File: config.mk
export PLATFORM = sky130hd
export DESIGN_NAME = sap_div
export DESIGN_NICKNAME = d
export VERILOG_FILES = /design/src/rtl/sap_pkg.sv /design/src/rtl/sap_div.sv
export SDC_FILE = /design/constraint.sdc
export NUM_CORES = 2
export LEC_CHECK = 0
export ABC_CLOCK_PERIOD_IN_PS = 6000
export BUFFER_PORTS_ARGS = -buffer_cell sky130_fd_sc_hd__buf_2
export CORE_MARGIN = 1
export CORE_UTILIZATION = 32
export DETAILED_ROUTE_END_ITERATION = 8
export PLACE_DENSITY_LB_ADDON = 0.15
export SLEW_MARGIN = 20
export SYNTH_ARGS = -nofsm -noshare
export SYNTH_HDL_FRONTEND = slang
export SYNTH_SLANG_ARGS = --single-unit
File: constraint.sdc
create_clock -name clk -period 6 [get_ports clk]
set_input_delay 0.6 -clock clk [delete_from_list [all_inputs] [get_ports clk]]
set_output_delay 0.6 -clock clk [all_outputs]
set_load 0.02 [all_outputs]
File: src/rtl/sap_pkg.sv
`default_nettype none
// ----------------------------------------------------------------------------
// sap_pkg
// Shared constants, types and the arctangent table for the sprite
// angular projection pipeline.
// ----------------------------------------------------------------------------
package sap_pkg;

  localparam int MIN_SIZE_PIXELS = 4;
  localparam logic [35:0] MIN_Q8 = 36'(MIN_SIZE_PIXELS * 256);

  localparam int MAG_W  = 33;  // magnitude of a coordinate difference
  localparam int ANG_W  = 13;  // unsigned angle, Q1.12
  localparam int CX_W   = 36;  // CORDIC x/y
  localparam int CZ_W   = 18;  // CORDIC z, signed Q1.16
  localparam int SQ_W   = 62;  // sum of squares
  localparam int RT_W   = 64;  // square root working width
  localparam int DIST_W = 31;
  localparam int FOV_W  = 14;
  localparam int SCR_W  = 12;
  localparam int DIV_QW = 36;  // divider dividend and quotient

  localparam int ISQRT_LAT   = 32;
  localparam int CORDIC_ITER = 16;
  localparam int CORDIC_LAT  = CORDIC_ITER + 3;
  localparam int DIV_LAT     = DIV_QW;

  localparam logic [ANG_W-1:0]       HALF_PI_Q12 = 13'd6434;
  localparam logic signed [CZ_W-1:0] HALF_PI_Q16 = 18'sd102944;

  // register indexes (paddr[3:2])
  localparam logic [1:0] REG_WIDTH  = 2'd0;
  localparam logic [1:0] REG_HEIGHT = 2'd1;
  localparam logic [1:0] REG_FOV    = 2'd2;

  typedef enum logic [1:0] {
    VIS_ON   = 2'd0,
    VIS_NEAR = 2'd1,
    VIS_OUT  = 2'd2
  } vis_t;

  // sideband carried alongside the square root
  typedef struct packed {
    logic               draw;
    logic               hneg;
    logic               vneg;
    logic [MAG_W-1:0]   ax;
    logic [MAG_W-1:0]   ay;
    logic [MAG_W-1:0]   az;
    logic [31:0]        wsz;
    logic [31:0]        hsz;
    logic signed [15:0] yaw;
    logic signed [15:0] pitch;
  } sb_sq_t;

  // sideband carried alongside the CORDIC units
  typedef struct packed {
    logic               draw;
    logic               hneg;
    logic               vneg;
    logic signed [15:0] yaw;
    logic signed [15:0] pitch;
  } sb_co_t;

  // sideband carried alongside the dividers
  typedef struct packed {
    logic draw;
    logic xneg;
    logic yneg;
  } sb_dv_t;

  // atan(2^-i), Q0.16, rounded to nearest
  function automatic logic signed [CZ_W-1:0] atan_tab(input int i);
    case (i)
      0:       return 18'sd51472;
      1:       return 18'sd30385;
      2:       return 18'sd16055;
      3:       return 18'sd8150;
      4:       return 18'sd4091;
      5:       return 18'sd2047;
      6:       return 18'sd1024;
      7:       return 18'sd512;
      8:       return 18'sd256;
      9:       return 18'sd128;
      10:      return 18'sd64;
      11:      return 18'sd32;
      12:      return 18'sd16;
      13:      return 18'sd8;
      14:      return 18'sd4;
      15:      return 18'sd2;
      default: return 18'sd0;
    endcase
  endfunction

endpackage
`default_nettype wire

File: src/rtl/sap_div.sv
`default_nettype none
// ----------------------------------------------------------------------------
// sap_div
// Pipelined restoring divider, unsigned, one quotient bit per stage.
// ----------------------------------------------------------------------------
module sap_div import sap_pkg::*; (
  input  logic              clk,
  input  logic              en,
  input  logic [DIV_QW-1:0] num,
  input  logic [FOV_W-1:0]  den,
  output logic [DIV_QW-1:0] quo
);

  logic [DIV_QW-1:0] nq [0:DIV_LAT-1];
  logic [FOV_W-1:0]  rq [0:DIV_LAT-1];

  for (genvar k = 0; k < DIV_LAT; k++) begin : g_st
    logic [DIV_QW-1:0] n_src;
    logic [FOV_W-1:0]  r_src;
    logic [FOV_W:0]    trial, diff;
    logic              ge;
    if (k == 0) begin : g_first
      assign n_src = num;
      assign r_src = '0;
    end else begin : g_next
      assign n_src = nq[k-1];
      assign r_src = rq[k-1];
    end
    assign trial = {r_src, n_src[DIV_QW-1]};
    assign ge    = (trial >= {1'b0, den});
    assign diff  = trial - {1'b0, den};

    always_ff @(posedge clk) begin
      if (en) begin
        rq[k] <= ge ? diff[FOV_W-1:0] : trial[FOV_W-1:0];
        nq[k] <= {n_src[DIV_QW-2:0], ge};
      end
    end
  end

  assign quo = nq[DIV_LAT-1];

endmodule
`default_nettype wire
### Word level (Yosys, flattened, before mapping)

Memory sizes are Yosys's and may differ from the RTL's.
Cells that the tools add are included.

* flip-flop bits (word level): 0
* bits in writable memories: 1800
* memories kept: 2

* magnitude comparators: 36
* muxes and demuxes: 38
* $add $sub $neg: 36

Memories
* nq: words 36, width 36, rd ports 36, clocked after Yosys merged registers in 0, wr ports 36, line sap_div.sv:14 `logic [DIV_QW-1:0] nq [0:DIV_LAT-1];`
* rq: words 36, width 14, rd ports 35, clocked after Yosys merged registers in 0, wr ports 36, line sap_div.sv:15 `logic [FOV_W-1:0] rq [0:DIV_LAT-1];`

Operator list (count)
* greater-or-equal comparator 15 x 14 -> 1 bit: 35
* 2-to-1 mux 14 bit: 36
* subtractor 14 bit: 35
* greater-or-equal comparator 1 x 14 -> 1 bit: 1
* subtractor 1 x 14 -> 14 bit: 1
* 2-to-1 mux 1 bit: 2

### Logic depth before layout (Yosys ltp)

An unclocked memory read counts as a cell.

* depth in word-level cells: 3
* mapped depth: 11

### Worst setup path after synthesis

Ideal clock, no wire load.

* path kind: input port to flip-flop
* start point: input den[1]
* end point: memory rq[24][12], data pin
* arrival: 5.668 ns
* slack: 0.072 ns
* setup time: 0.260 ns
* stages on the path: 9
* path buffers: 0
* path through: clkinv_1 -> fa_1 -> a21o_1 -> a211o_1 -> a2111oi_2 -> o41ai_1 -> and4b_1 -> a311o_1 -> mux2_2

RTL lines
* from (decl): line sap_div.sv:10 `input logic [FOV_W-1:0] den,`
* to (decl): line sap_div.sv:15

==> impl_results.md <==
- Worst Hold Class: in2reg
- Vias: between 40000 and 50000
- Maximum fanout along the worst path: 32
- Tot GR Track Use: about an eighth
- Die area: 258800 µm²
- Ys flop type: edfxtp_1
- Worst skew pair latency: 0.86 ns
- LEAKAGE: about 35 nW
- PortBufs: slightly below 90
- Post-synthesis sequential area ratio: between 60% and 70%
- CTS root buffer: clkbuf_16
- Synthesized instance count: ~5600
- Yosys reg bits: between 1500 and 2000
- Yosys warns: 0
- Reg2reg end: rq[24][12]$_DFFE_PP_
- Effective utilization at floorplan: ~32%
- RePlAce Congestion: 0.8631
- Post-synth top area share: about 65%
- Setup crit end kind: register
- Max Cap Violations: 0
- Final worst-path cycle share: between 60 and 70%
- DRC errors left: 0
- First-pass GRT wire length: 264500 µm
- DR vias/cell: approximately 5
- Setup TNS: 0 ns
- Syn-to-layout area delta: 15.39%
- I/O pin count: 88
- Pwr dens: 505.1 nW/µm²
- Yosys top cell by area: edfxtp_1
- Clk slew on worst S/H paths: roughly 0.060 ns
- Actual slew at the worst max-slew pin: between 1 and 1.5 ns
- Xor/xnor share of the synthesized area: 3.112%
- Worst Path Arrival: roughly 4.2 ns
- Worst VDD drop: between 0.3 and 0.4 mV
- Share of flip-flops with an asynchronous set or reset: 0%
- Final net count: 6600
- Max-slew headroom: 25.52%
- Post-Synth Adder-Cell Area: approximately 8.8%
- Largest net degree at the start of global routing: about 170
- RR Startpoint: nq[5][143]$_DFFE_PP_
- WL final: ~170000 µm
- Final hold viol count: 0
- WHS: 0.1241 ns
- Final setup violation count: 0
- Required time at the worst-slack endpoint: roughly 6.6 ns
- Largest cells by area after synthesis: edfxtp_1, ha_1, mux2_2
- Setup Skew: between 0.05 and 0.06 ns
- Cts repair resizes: 0
- Hold_buf cts: 35
- Hold path cells: 3
- Vias in the first global route: 46510
- CTS Buffer Depth: 3
- Slew Limit Fails: 0
- Initial DRT Pass Iterations: 8
- CTS Sinks: 1786
- Hold path start: num[35]
- Layout cells sized above 1: between 10% and 20%
- GRT overflow: 0
- TritonCTS clock tree: yes
- Post-synthesis compound-gate area fraction: slightly above 10%
- Post-CTS Setup Bufs: 0
- Core region area: ~250000 µm²
- CP Class: in2reg
- Antenna violations before repair: 4
- CTS Buf Count: 206
- Syn_nets: approximately 6300
- Final ANT Viol Nets: 0
- Synth Area in Simple Gates: approximately 5.8%
- Largest family of logic cells by synthesized area: compound AO/OA/AOI/OAI gates
- Detailed Route Iter0 Violations: roughly 3300
- Distinct cells, synth: 79
- Path depth of the worst reg2reg path: 11
- Syn_area_per_cell: around 15 µm²
- Cell area after synthesis: just over 80000 µm²
- WHS Endpoint: rq[0][0]$_DFFE_PP_
- Row cnt: ~190
- Routed WL per cell: 17.64 µm
- Crit path launch type: primary input
- Fill cells: around 24000
- FF-to-FF setup slack: approximately 2.5 ns
- Die X: around 500 µm
- Post-synth EDFFs: around 1800
- Mux cell area share after synthesis: under 10%
- Fmax: roughly 280 MHz
- RSZ-0062 raised after global routing: false
- Status: finished clean
- DP HPWL: approximately 110000 µm
- Final min period: between 3 and 4 ns
- H-tree depth: 4
- Die extent in y: just over 500 µm
## cell usage in the layout (no fill, tap or decap), drive strengths merged, types with 41 or more instances in the layout
| master | count |
|---|---|
| buf | 160 |
| o21a | 65 |
| a21o | 143 |
| nand2b | 43 |
| a21oi | 338 |
| nor2 | 358 |
| nor2b | 58 |
| nand2 | 185 |
| o21ai | 314 |
| o31ai | 57 |
| mux2i | 41 |
| ha | 526 |
| nand3 | 80 |
| xor2 | 139 |
| xnor2 | 153 |
| nor3 | 58 |
| nand4 | 51 |
| edfxtp | 1786 |
| inv | 281 |
| clkbuf | 241 |
| mux2 | 347 |
| a211oi | 69 |
| clkinv | 85 |
## cell usage after synthesis, types with 10 or more instances
library cell and number:
a211oi_1 69, o21bai_1 35, nand3_1 80, buf_2 16
nand2b_1 43, nor2b_1 58, o2111ai_1 22, nand2_1 185
o41ai_1 14, xor2_1 139, nand4_1 51, o311ai_0 14
nor4b_1 11, a31oi_1 37, or3_1 21, a311oi_1 12
a221oi_1 11, o211ai_1 24, nor2_1 358, edfxtp_1 1786
inv_1 271, a21oi_1 338, mux2_2 347, o31ai_1 54
mux2i_1 41, or2_2 26, nor3_1 58, a21o_1 143
a21boi_0 10, and4_1 11, and3_1 29, buf_1 13
and2_1 11, a221o_1 14, clkbuf_1 22, o21a_1 65
ha_1 526, o31a_1 30, xnor2_1 153, o21ai_0 313
fa_1 34, nor4_1 30
## worst max-delay path by stage
| stage | from | endpoint | depth (start not counted) |
|---|---|---|---|
| 2_1_floorplan | den[1] | rq[24][12]$_DFFE_PP_ | 9 |
| 3_3_place_gp | den[6] | rq[6][6]$_DFFE_PP_ | 12 |
| 3_5_place_dp | den[6] | rq[6][5]$_DFFE_PP_ | 12 |
| 4_1_cts | den[6] | rq[2][12]$_DFFE_PP_ | 10 |
| 5_1_grt | den[6] | rq[2][12]$_DFFE_PP_ | 10 |
| 6_report | den[6] | rq[2][12]$_DFFE_PP_ | 10 |
## kinds of logic after synthesis
kind of cell | Yosys count
DFF | 1786
AOI/OAI and AO/OA | 1291
buffers and inverters | 327
xor gates and xnor gates | 292
and+or+nand+nor | 994
muxes | 388
adders and majority gates | 560
## where the power goes
part | switching [W] | total, W | internal, W
Clock | 0.00529 | 0.0130 | 0.00769
Sequential | 0.00134 | 0.0185 | 0.0172
Combinational | 0.00868 | 0.0164 | 0.00769
## layout make-up
type	count	area (µm²)	area share (%)
diodes	1	2.502	0.002639
repair buffers	195	1589	1.676
well taps	3366	4212	4.441
clock buffers	241	5329	5.620
multi-input cells	3525	27300	28.79
clock inverters	139	1732	1.826
inverters	274	1031	1.087
flip-flops and latches	1786	53630	56.56
## flip-flops by register name, indices dropped and copies added (netlist names)
signal  count
nq       1296
rq        490
## worst max-delay path: stages
cell and delay, ns:
buf_2 0.13, clkinv_1 0.50, buf_4 0.59, ha_1 0.47, a21o_1 0.22, a211oi_1 0.33
a21oi_1 0.21, o2111ai_1 0.28, nand2_1 0.43, mux2_2 0.42
## metrics by stage
| step | cell area [µm²] | util (%) | cells | setup slack [ns] | power, W |
|---|---|---|---|---|---|
| 3_5_place_dp | 87410 | 34.33 | 9111 | 1.361 | 0.03502 |
| 4_1_cts | 94820 | 37.24 | 9526 | 2.325 | 0.04853 |
| 5_1_grt | 94830 | 37.24 | 9527 | 2.135 | 0.05113 |
| 6_report | 94830 | 37.24 | 9527 | 2.367 | 0.04790 |
| 3_3_place_gp | 87410 | 34.33 | 9111 | 1.401 | 0.03490 |
| 2_1_floorplan | 82180 | - | 5638 | 0.07187 | 0.03099 |
## per-layer routing
| layer | up-vias | track usage (%) | share of wire, % |
|---|---|---|---|
| met5 | - | 0 | 0 |
| met4 | 0 | 4.268 | 3.0 |
| met3 | 331 | 2.218 | 4.1 |
| met2 | 885 | 20.44 | 45 |
| met1 | 22720 | 17.94 | 48 |
| li1 | 22680 | - | - |
Note: power is estimated with default switching activity, not from simulation.
