<file path="config.mk">
export PLATFORM = sky130hd
export DESIGN_NAME = sap_isqrt
export DESIGN_NICKNAME = d
export VERILOG_FILES = /design/src/rtl/sap_pkg.sv /design/src/rtl/sap_isqrt.sv
export SDC_FILE = /design/constraint.sdc
export NUM_CORES = 2
export LEC_CHECK = 0
export BUFFER_PORTS_ARGS = -buffer_cell sky130_fd_sc_hd__buf_2
export CORE_MARGIN = 2
export CORE_UTILIZATION = 40
export CTS_CLUSTER_SIZE = 24
export DETAILED_ROUTE_END_ITERATION = 12
export PLACE_DENSITY = 0.68
export SYNTH_ARGS = -nofsm -noshare
export SYNTH_HDL_FRONTEND = slang
export SYNTH_SLANG_ARGS = --single-unit
</file>
<file path="constraint.sdc">
create_clock -name clk -period 3.8 [get_ports clk]
set_clock_uncertainty 0.15 [all_clocks]
set_input_delay 0.38 -clock clk [delete_from_list [all_inputs] [get_ports clk]]
set_output_delay 0.38 -clock clk [all_outputs]
set_load 0.05 [all_outputs]
</file>
<file path="src/rtl/sap_pkg.sv">
`default_nettype none
// ----------------------------------------------------------------------------
// sap_pkg
// Shared constants, types and the arctangent table for the sprite
// angular projection pipeline.
// ----------------------------------------------------------------------------
package sap_pkg;

  localparam int MIN_SIZE_PIXELS = 4;
  localparam logic [35:0] MIN_Q8 = 36'(MIN_SIZE_PIXELS * 256);

  localparam int MAG_W  = 33;  // magnitude of a coordinate difference
  localparam int ANG_W  = 13;  // unsigned angle, Q1.12
  localparam int CX_W   = 36;  // CORDIC x/y
  localparam int CZ_W   = 18;  // CORDIC z, signed Q1.16
  localparam int SQ_W   = 62;  // sum of squares
  localparam int RT_W   = 64;  // square root working width
  localparam int DIST_W = 31;
  localparam int FOV_W  = 14;
  localparam int SCR_W  = 12;
  localparam int DIV_QW = 36;  // divider dividend and quotient

  localparam int ISQRT_LAT   = 32;
  localparam int CORDIC_ITER = 16;
  localparam int CORDIC_LAT  = CORDIC_ITER + 3;
  localparam int DIV_LAT     = DIV_QW;

  localparam logic [ANG_W-1:0]       HALF_PI_Q12 = 13'd6434;
  localparam logic signed [CZ_W-1:0] HALF_PI_Q16 = 18'sd102944;

  // register indexes (paddr[3:2])
  localparam logic [1:0] REG_WIDTH  = 2'd0;
  localparam logic [1:0] REG_HEIGHT = 2'd1;
  localparam logic [1:0] REG_FOV    = 2'd2;

  typedef enum logic [1:0] {
    VIS_ON   = 2'd0,
    VIS_NEAR = 2'd1,
    VIS_OUT  = 2'd2
  } vis_t;

  // sideband carried alongside the square root
  typedef struct packed {
    logic               draw;
    logic               hneg;
    logic               vneg;
    logic [MAG_W-1:0]   ax;
    logic [MAG_W-1:0]   ay;
    logic [MAG_W-1:0]   az;
    logic [31:0]        wsz;
    logic [31:0]        hsz;
    logic signed [15:0] yaw;
    logic signed [15:0] pitch;
  } sb_sq_t;

  // sideband carried alongside the CORDIC units
  typedef struct packed {
    logic               draw;
    logic               hneg;
    logic               vneg;
    logic signed [15:0] yaw;
    logic signed [15:0] pitch;
  } sb_co_t;

  // sideband carried alongside the dividers
  typedef struct packed {
    logic draw;
    logic xneg;
    logic yneg;
  } sb_dv_t;

  // atan(2^-i), Q0.16, rounded to nearest
  function automatic logic signed [CZ_W-1:0] atan_tab(input int i);
    case (i)
      0:       return 18'sd51472;
      1:       return 18'sd30385;
      2:       return 18'sd16055;
      3:       return 18'sd8150;
      4:       return 18'sd4091;
      5:       return 18'sd2047;
      6:       return 18'sd1024;
      7:       return 18'sd512;
      8:       return 18'sd256;
      9:       return 18'sd128;
      10:      return 18'sd64;
      11:      return 18'sd32;
      12:      return 18'sd16;
      13:      return 18'sd8;
      14:      return 18'sd4;
      15:      return 18'sd2;
      default: return 18'sd0;
    endcase
  endfunction

endpackage
`default_nettype wire

</file>
<file path="src/rtl/sap_isqrt.sv">
`default_nettype none
// ----------------------------------------------------------------------------
// sap_isqrt
// Pipelined integer square root, truncated, one result bit per stage.
// ----------------------------------------------------------------------------
module sap_isqrt import sap_pkg::*; (
  input  logic              clk,
  input  logic              en,
  input  logic [SQ_W-1:0]   val,
  output logic [DIST_W-1:0] root
);

  logic [RT_W-1:0] rv [0:ISQRT_LAT-1];
  logic [RT_W-1:0] rr [0:ISQRT_LAT-1];

  for (genvar k = 0; k < ISQRT_LAT; k++) begin : g_st
    logic [RT_W-1:0] v_src, r_src, bb, t;
    if (k == 0) begin : g_first
      assign v_src = RT_W'(val);
      assign r_src = '0;
    end else begin : g_next
      assign v_src = rv[k-1];
      assign r_src = rr[k-1];
    end
    assign bb = RT_W'(1) << (2 * (ISQRT_LAT - 1 - k));
    assign t  = r_src + bb;

    always_ff @(posedge clk) begin
      if (en) begin
        if (v_src >= t) begin
          rv[k] <= v_src - t;
          rr[k] <= (r_src >> 1) + bb;
        end else begin
          rv[k] <= v_src;
          rr[k] <= r_src >> 1;
        end
      end
    end
  end

  assign root = rr[ISQRT_LAT-1][DIST_W-1:0];

endmodule
`default_nettype wire

</file>
After elaboration in Yosys (flattened, before gate mapping). Memories as Yosys holds them, arrays and structs flattened. Cells that the tools add are included.

Register bits: 0. Bits in latches: 0. Bits in writable memories: 4096. Memory bits (read-only): 0. Input bits: 64. Output and inout bits: 31. Word-level logic and storage cells: 448. Memories kept: 2.

$add $sub $neg: 94. Multipliers: 0. Divide/modulo/power cells: 0. $lt $le $gt $ge: 32. Equality and inequality tests: 0. Shift-type cells: 0. Muxes and demuxes: 256. Bitwise operators: 64. Reductions and logical operators: 0.

Memory list: rr (depth 32, bits a word 64, read ports 32, clocked after memory_dff 0, write ports 32, RTL line sap_isqrt.sv:14) `logic [RT_W-1:0] rr [0:ISQRT_LAT-1];`; rv (depth 32, bits a word 64, read ports 31, clocked after memory_dff 0, write ports 32, RTL line sap_isqrt.sv:13) `logic [RT_W-1:0] rv [0:ISQRT_LAT-1];`.

Operator list (number): $mux 64 (64); $ge 64x64->1 (31); $sub 64x64->64 (31); $mux 1 (192); $add 63x1->64 const B (1); $add 63x11->64 const B (1); $add 63x13->64 const B (1); $add 63x15->64 const B (1); $add 63x17->64 const B (1); $add 63x19->64 const B (1); $add 63x21->64 const B (1); $add 63x23->64 const B (1); $add 63x25->64 const B (1); $add 63x27->64 const B (1); $add 63x29->64 const B (1); $add 63x3->64 const B (1); $add 63x31->64 const B (1); $add 63x33->64 const B (1); $add 63x35->64 const B (1); $add 63x37->64 const B (1); $add 63x39->64 const B (1); $add 63x41->64 const B (1); $add 63x43->64 const B (1); $add 63x45->64 const B (1); 45 further kinds (108).

Longest topological paths before layout. An unclocked memory read counts as a cell.

Word-level depth: 7. Depth in mapped cells: 15. Gate-level depth less buffers: 13.

Worst setup path after synthesis. No wires, ideal clock.

Path type: input to register. Start point: in en. End point: mem rr[29][4], in the netlist rr[1][836], enable pin. Setup time: 486 ps. Data arrival time: 3500 ps. Required time: 3164 ps. Setup slack: -336 ps. Stages on the path: 3. Path buffers: 3. Cell sequence: clkbuf_1 -> clkbuf_1 -> clkbuf_1.

RTL lines: start, declared (RTL line sap_isqrt.sv:8) `input logic en,`; end, declared (RTL line sap_isqrt.sv:14).

==> metrics.md <==
| Metric | Value |
|---|---|
| CP Launch Type | flip-flop |
| Rel. slew slack | 28.2% |
| Clock sinks | 2510 |
| Total CTS buffers | 274 |
| Drt pass-1 iters | 7 |
| Via density | 5.48 |
| IO buf count | 94 |
| Post-synthesis sequential area ratio | 62.3% |
| Die Y | 554 um |
| Hpwl dp | 254000 um |
| WS Path Type | reg2reg |
| DP Worst Slack | -0.545 ns |
| Routed Antenna Nets | 0 |
| Flop and latch count out of synthesis | 2510 |
| Setup Viol. Count Final | 24 |
| Post-layout util | 47.9% |
| Vias in the first global route | 81800 |
| VDD IR-drop max | 0.482 mV |
| Violations in the final reports | setup timing |
| Post-synthesis async set-or-reset flop share | 0% |
| Clk slew on worst S/H paths | 0.06 ns |
| Ports | 95 |
| Max-cap viol count | 0 |
| Reg2reg end | rv[1][380]$_DFFE_PP_ |
| Max H-tree Level | 5 |
| Nets | 11500 |
| Critical Path Fanout Max | 7 |
| Core Area | 0.300 mm2 |
| GPL Wtd Cong | 0.996 |
| Worst hold-check path type | in2reg |
| Non-Filler Instances | 15100 |
| Critical path endpoint category | flip-flop |
| Placed cell count | 14500 |
| Sw power | 25.6 mW |
| Die Footprint | 0.307 mm2 |
| Vias | 82500 |
| Critical path required time | 4.21 ns |
| Power Density | 588 mW/mm2 |
| CP Data Arrival Time | 4.31 ns |
| TNS Setup | -1.46 ns |
| Post-Syn Nets | 10400 |
| Internal power | 59.0 mW |
| Grt ovf | 0 |
| Hold path depth | 2 |
| Layout cells sized above 1 | 16.2% |
| Clk pwr share | 30.4% |
| Initial core utilization | 40.3% |
| Reg power frac | 45.0% |
| Filler instances | 26200 |
| FP Rows | 201 |
| Slew Limit Fails | 0 |
| Fin crit period | 3.90 ns |
| Initial antenna violation count | 4 |
| Final WL | 332000 um |
| Final Cycle Share | 103% |
| Post-synth cell types | 94 |
| Sw frac | 30.2% |
| Hold EP | rv[0][41]$_DFFE_PP_ |
| Average wire per standard cell | 22.0 um |
| Mapped Area | 0.121 mm2 |
| Reg2Reg Setup Slack | -0.1 ns |
| Syn Inst Count | 9738 |
| CTS max path bufs | 4 |
| Setup WS post-layout | -0.0954 ns |
| Fmax | 257 MHz |
| Die extent in x | 554 um |
| CTS root buffer | clkbuf_16 |
| All-layer global routing usage | 21.0% |
| Worst-skew pair later-pin latency | 0.88 ns |
| Final hold vios | 0 |
| Largest net degree at the start of global routing | 188 |
| CTS tree | done |
| Drt initial violations | 7275 |
| Post-synth EDFFs | 2510 |
| Yosys warning count | 0 |
| Critical R2R Launch | rv[1][309]$_DFFE_PP_ |
| Residual DRC | 0 |
| RSZ-0062 raised after global routing | true |
| Leakage | 54.9 nW |
| Area Growth Syn to Fin | 19.0% |
| Gate power share | 24.6% |
| Hold path start | val[41] |
| First-pass GRT wire length | 496000 um |
| Post-Syn Area per Cell | 12.4 um2 |
| Worst r2r path cells | 10 |
| Outcome | finished with violations |
| Overall Power | 84.6 mW |
| Slew @ Worst Pin | 1.08 ns |
| Most used DFF post-synth | edfxtp_1 |
## cell families after synthesis
logic type | share of synthesized area, %
adders and majority gates | 5.76
muxes | 0.621
and+or+nand+nor | 12.6
DFF | 62.3
AOI/OAI and AO/OA | 9.45
xor gates and xnor gates | 6.36
buffers and inverters | 2.89
## metal layers
layer,wire length (um),track usage (%),vias up
li1,-,-,38700
met1,129000,24.9,40400
met2,168000,37.6,2766
met3,18400,2.92,694
met4,16500,9.25,0
met5,0,0,-
## critical path, cell delays in order, from the launching register on
cell	delay (ns)
edfxtp_1	0.40
or4_4	0.55
or4_4	0.44
or4_4	0.44
or4_4	0.45
nand3b_1	0.20
a2111o_1	0.44
and3_4	0.21
o31a_4	0.19
nand2b_4	0.11
xnor2_2	0.05
## state kept, by name, indices dropped and copies added, names as in the netlist
register  cells
rv         1983
rr          527
## repair_timing
item	in CTS	in global routing
pin swaps	13	68
setup buffers	15	43
endpoints found under the hold margin	93	0
setup endpoints to repair	238	392
gates resized for setup	88	241
hold buffers	78	0
cloned	5	2
## worst max-delay path by stage
| stage | startpoint | slack [ns] | end | cells after the start |
|---|---|---|---|---|
| finish | rv[1][309]$_DFFE_PP_ | -0.1 | rv[1][380]$_DFFE_PP_ | 10 |
| global route | rv[1][309]$_DFFE_PP_ | -0.15 | rv[1][379]$_DFFE_PP_ | 10 |
| CTS | rv[1][309]$_DFFE_PP_ | -0.0005 | rv[1][377]$_DFFE_PP_ | 10 |
| detailed placement | rv[1][856]$_DFFE_PP_ | -0.55 | rv[1][953]$_DFFE_PP_ | 13 |
| global placement | rv[1][856]$_DFFE_PP_ | -0.49 | rv[1][937]$_DFFE_PP_ | 13 |
| floorplan | en | -0.09 | rr[1][898]$_DFFE_PP_ | 2 |
## layout by cell type, fill, tap and decap left out, types with 91 or more instances in the layout
| cell | instances |
|---|---|
| nor2_1 | 579 |
| inv_1 | 695 |
| nor2b_1 | 91 |
| nand3_1 | 157 |
| buf_2 | 94 |
| a21o_1 | 243 |
| nand2_1 | 703 |
| nand4_1 | 169 |
| nor4_1 | 314 |
| buf_4 | 912 |
| xor2_1 | 426 |
| o21ai_0 | 503 |
| edfxtp_1 | 2510 |
| o21a_1 | 104 |
| nor3_1 | 253 |
| a21oi_1 | 504 |
| ha_1 | 534 |
| clkbuf_16 | 280 |
| xnor2_1 | 443 |
| or3_1 | 99 |
| nand2b_1 | 124 |
## power groups by stage
stage                     clock (mW)  sequential [mW]  combinational, mW
after detailed placement           0             38.5               19.9
after global placement             0             38.5               19.7
final                           25.7             38.1               20.8
after global routing            27.2             38.4               22.7
after floorplan                    0             37.1               12.4
after CTS                       26.2             38.0               20.3
## synthesized netlist by cell type, types with 14 or more instances
library cell,n,area [um2]
and4_1,19,166
a2111oi_0,15,131
nor4b_1,42,368
ha_1,557,6970
o211ai_1,39,293
a21boi_0,23,173
a211o_1,21,184
a31oi_1,44,275
o31ai_1,35,263
nor3b_1,26,195
or4_1,84,631
and2_1,21,131
nand2b_1,124,776
nor2b_1,94,588
nand4_1,169,1060
nand3b_1,30,225
clkbuf_1,209,785
o21ai_0,533,2670
nor2_1,592,2220
o21bai_1,46,345
nand2_1,709,2660
inv_1,699,2620
nand3_1,161,806
nor3_1,279,1400
a21oi_1,523,2620
and3_1,37,231
o21a_1,105,788
or2_2,49,307
edfxtp_1,2510,75400
nand4b_1,14,123
nor4_1,354,2210
a21o_1,244,1830
a211oi_1,38,285
mux2_2,56,631
xor2_1,428,3750
or3_1,108,676
xnor2_1,450,3940
## area by class of cell
class                      count  area [um2]  area share [%]
inverter                     701        2640            1.83
clock buffer                 338        7200            5.01
timing repair buffer        1121        8750            6.08
clock inverter               134        1290           0.900
timing repair inverter         2        15.0          0.0104
antenna                        3        7.51         0.00522
multi-input combinational   6301       43600            30.3
tap                         3958        4950            3.44
sequential                  2510       75400            52.4
## per-stage QoR
step / instance area, um2 / hold WS [ns]
2_1_floorplan: 121000 / 0.267
3_3_place_gp: 132000 / 0.280
3_5_place_dp: 132000 / 0.276
4_1_cts: 142000 / 0.000914
5_1_grt: 144000 / 0.0206
6_report: 144000 / 0.0439
Note: power is estimated with default switching activity, not from simulation.
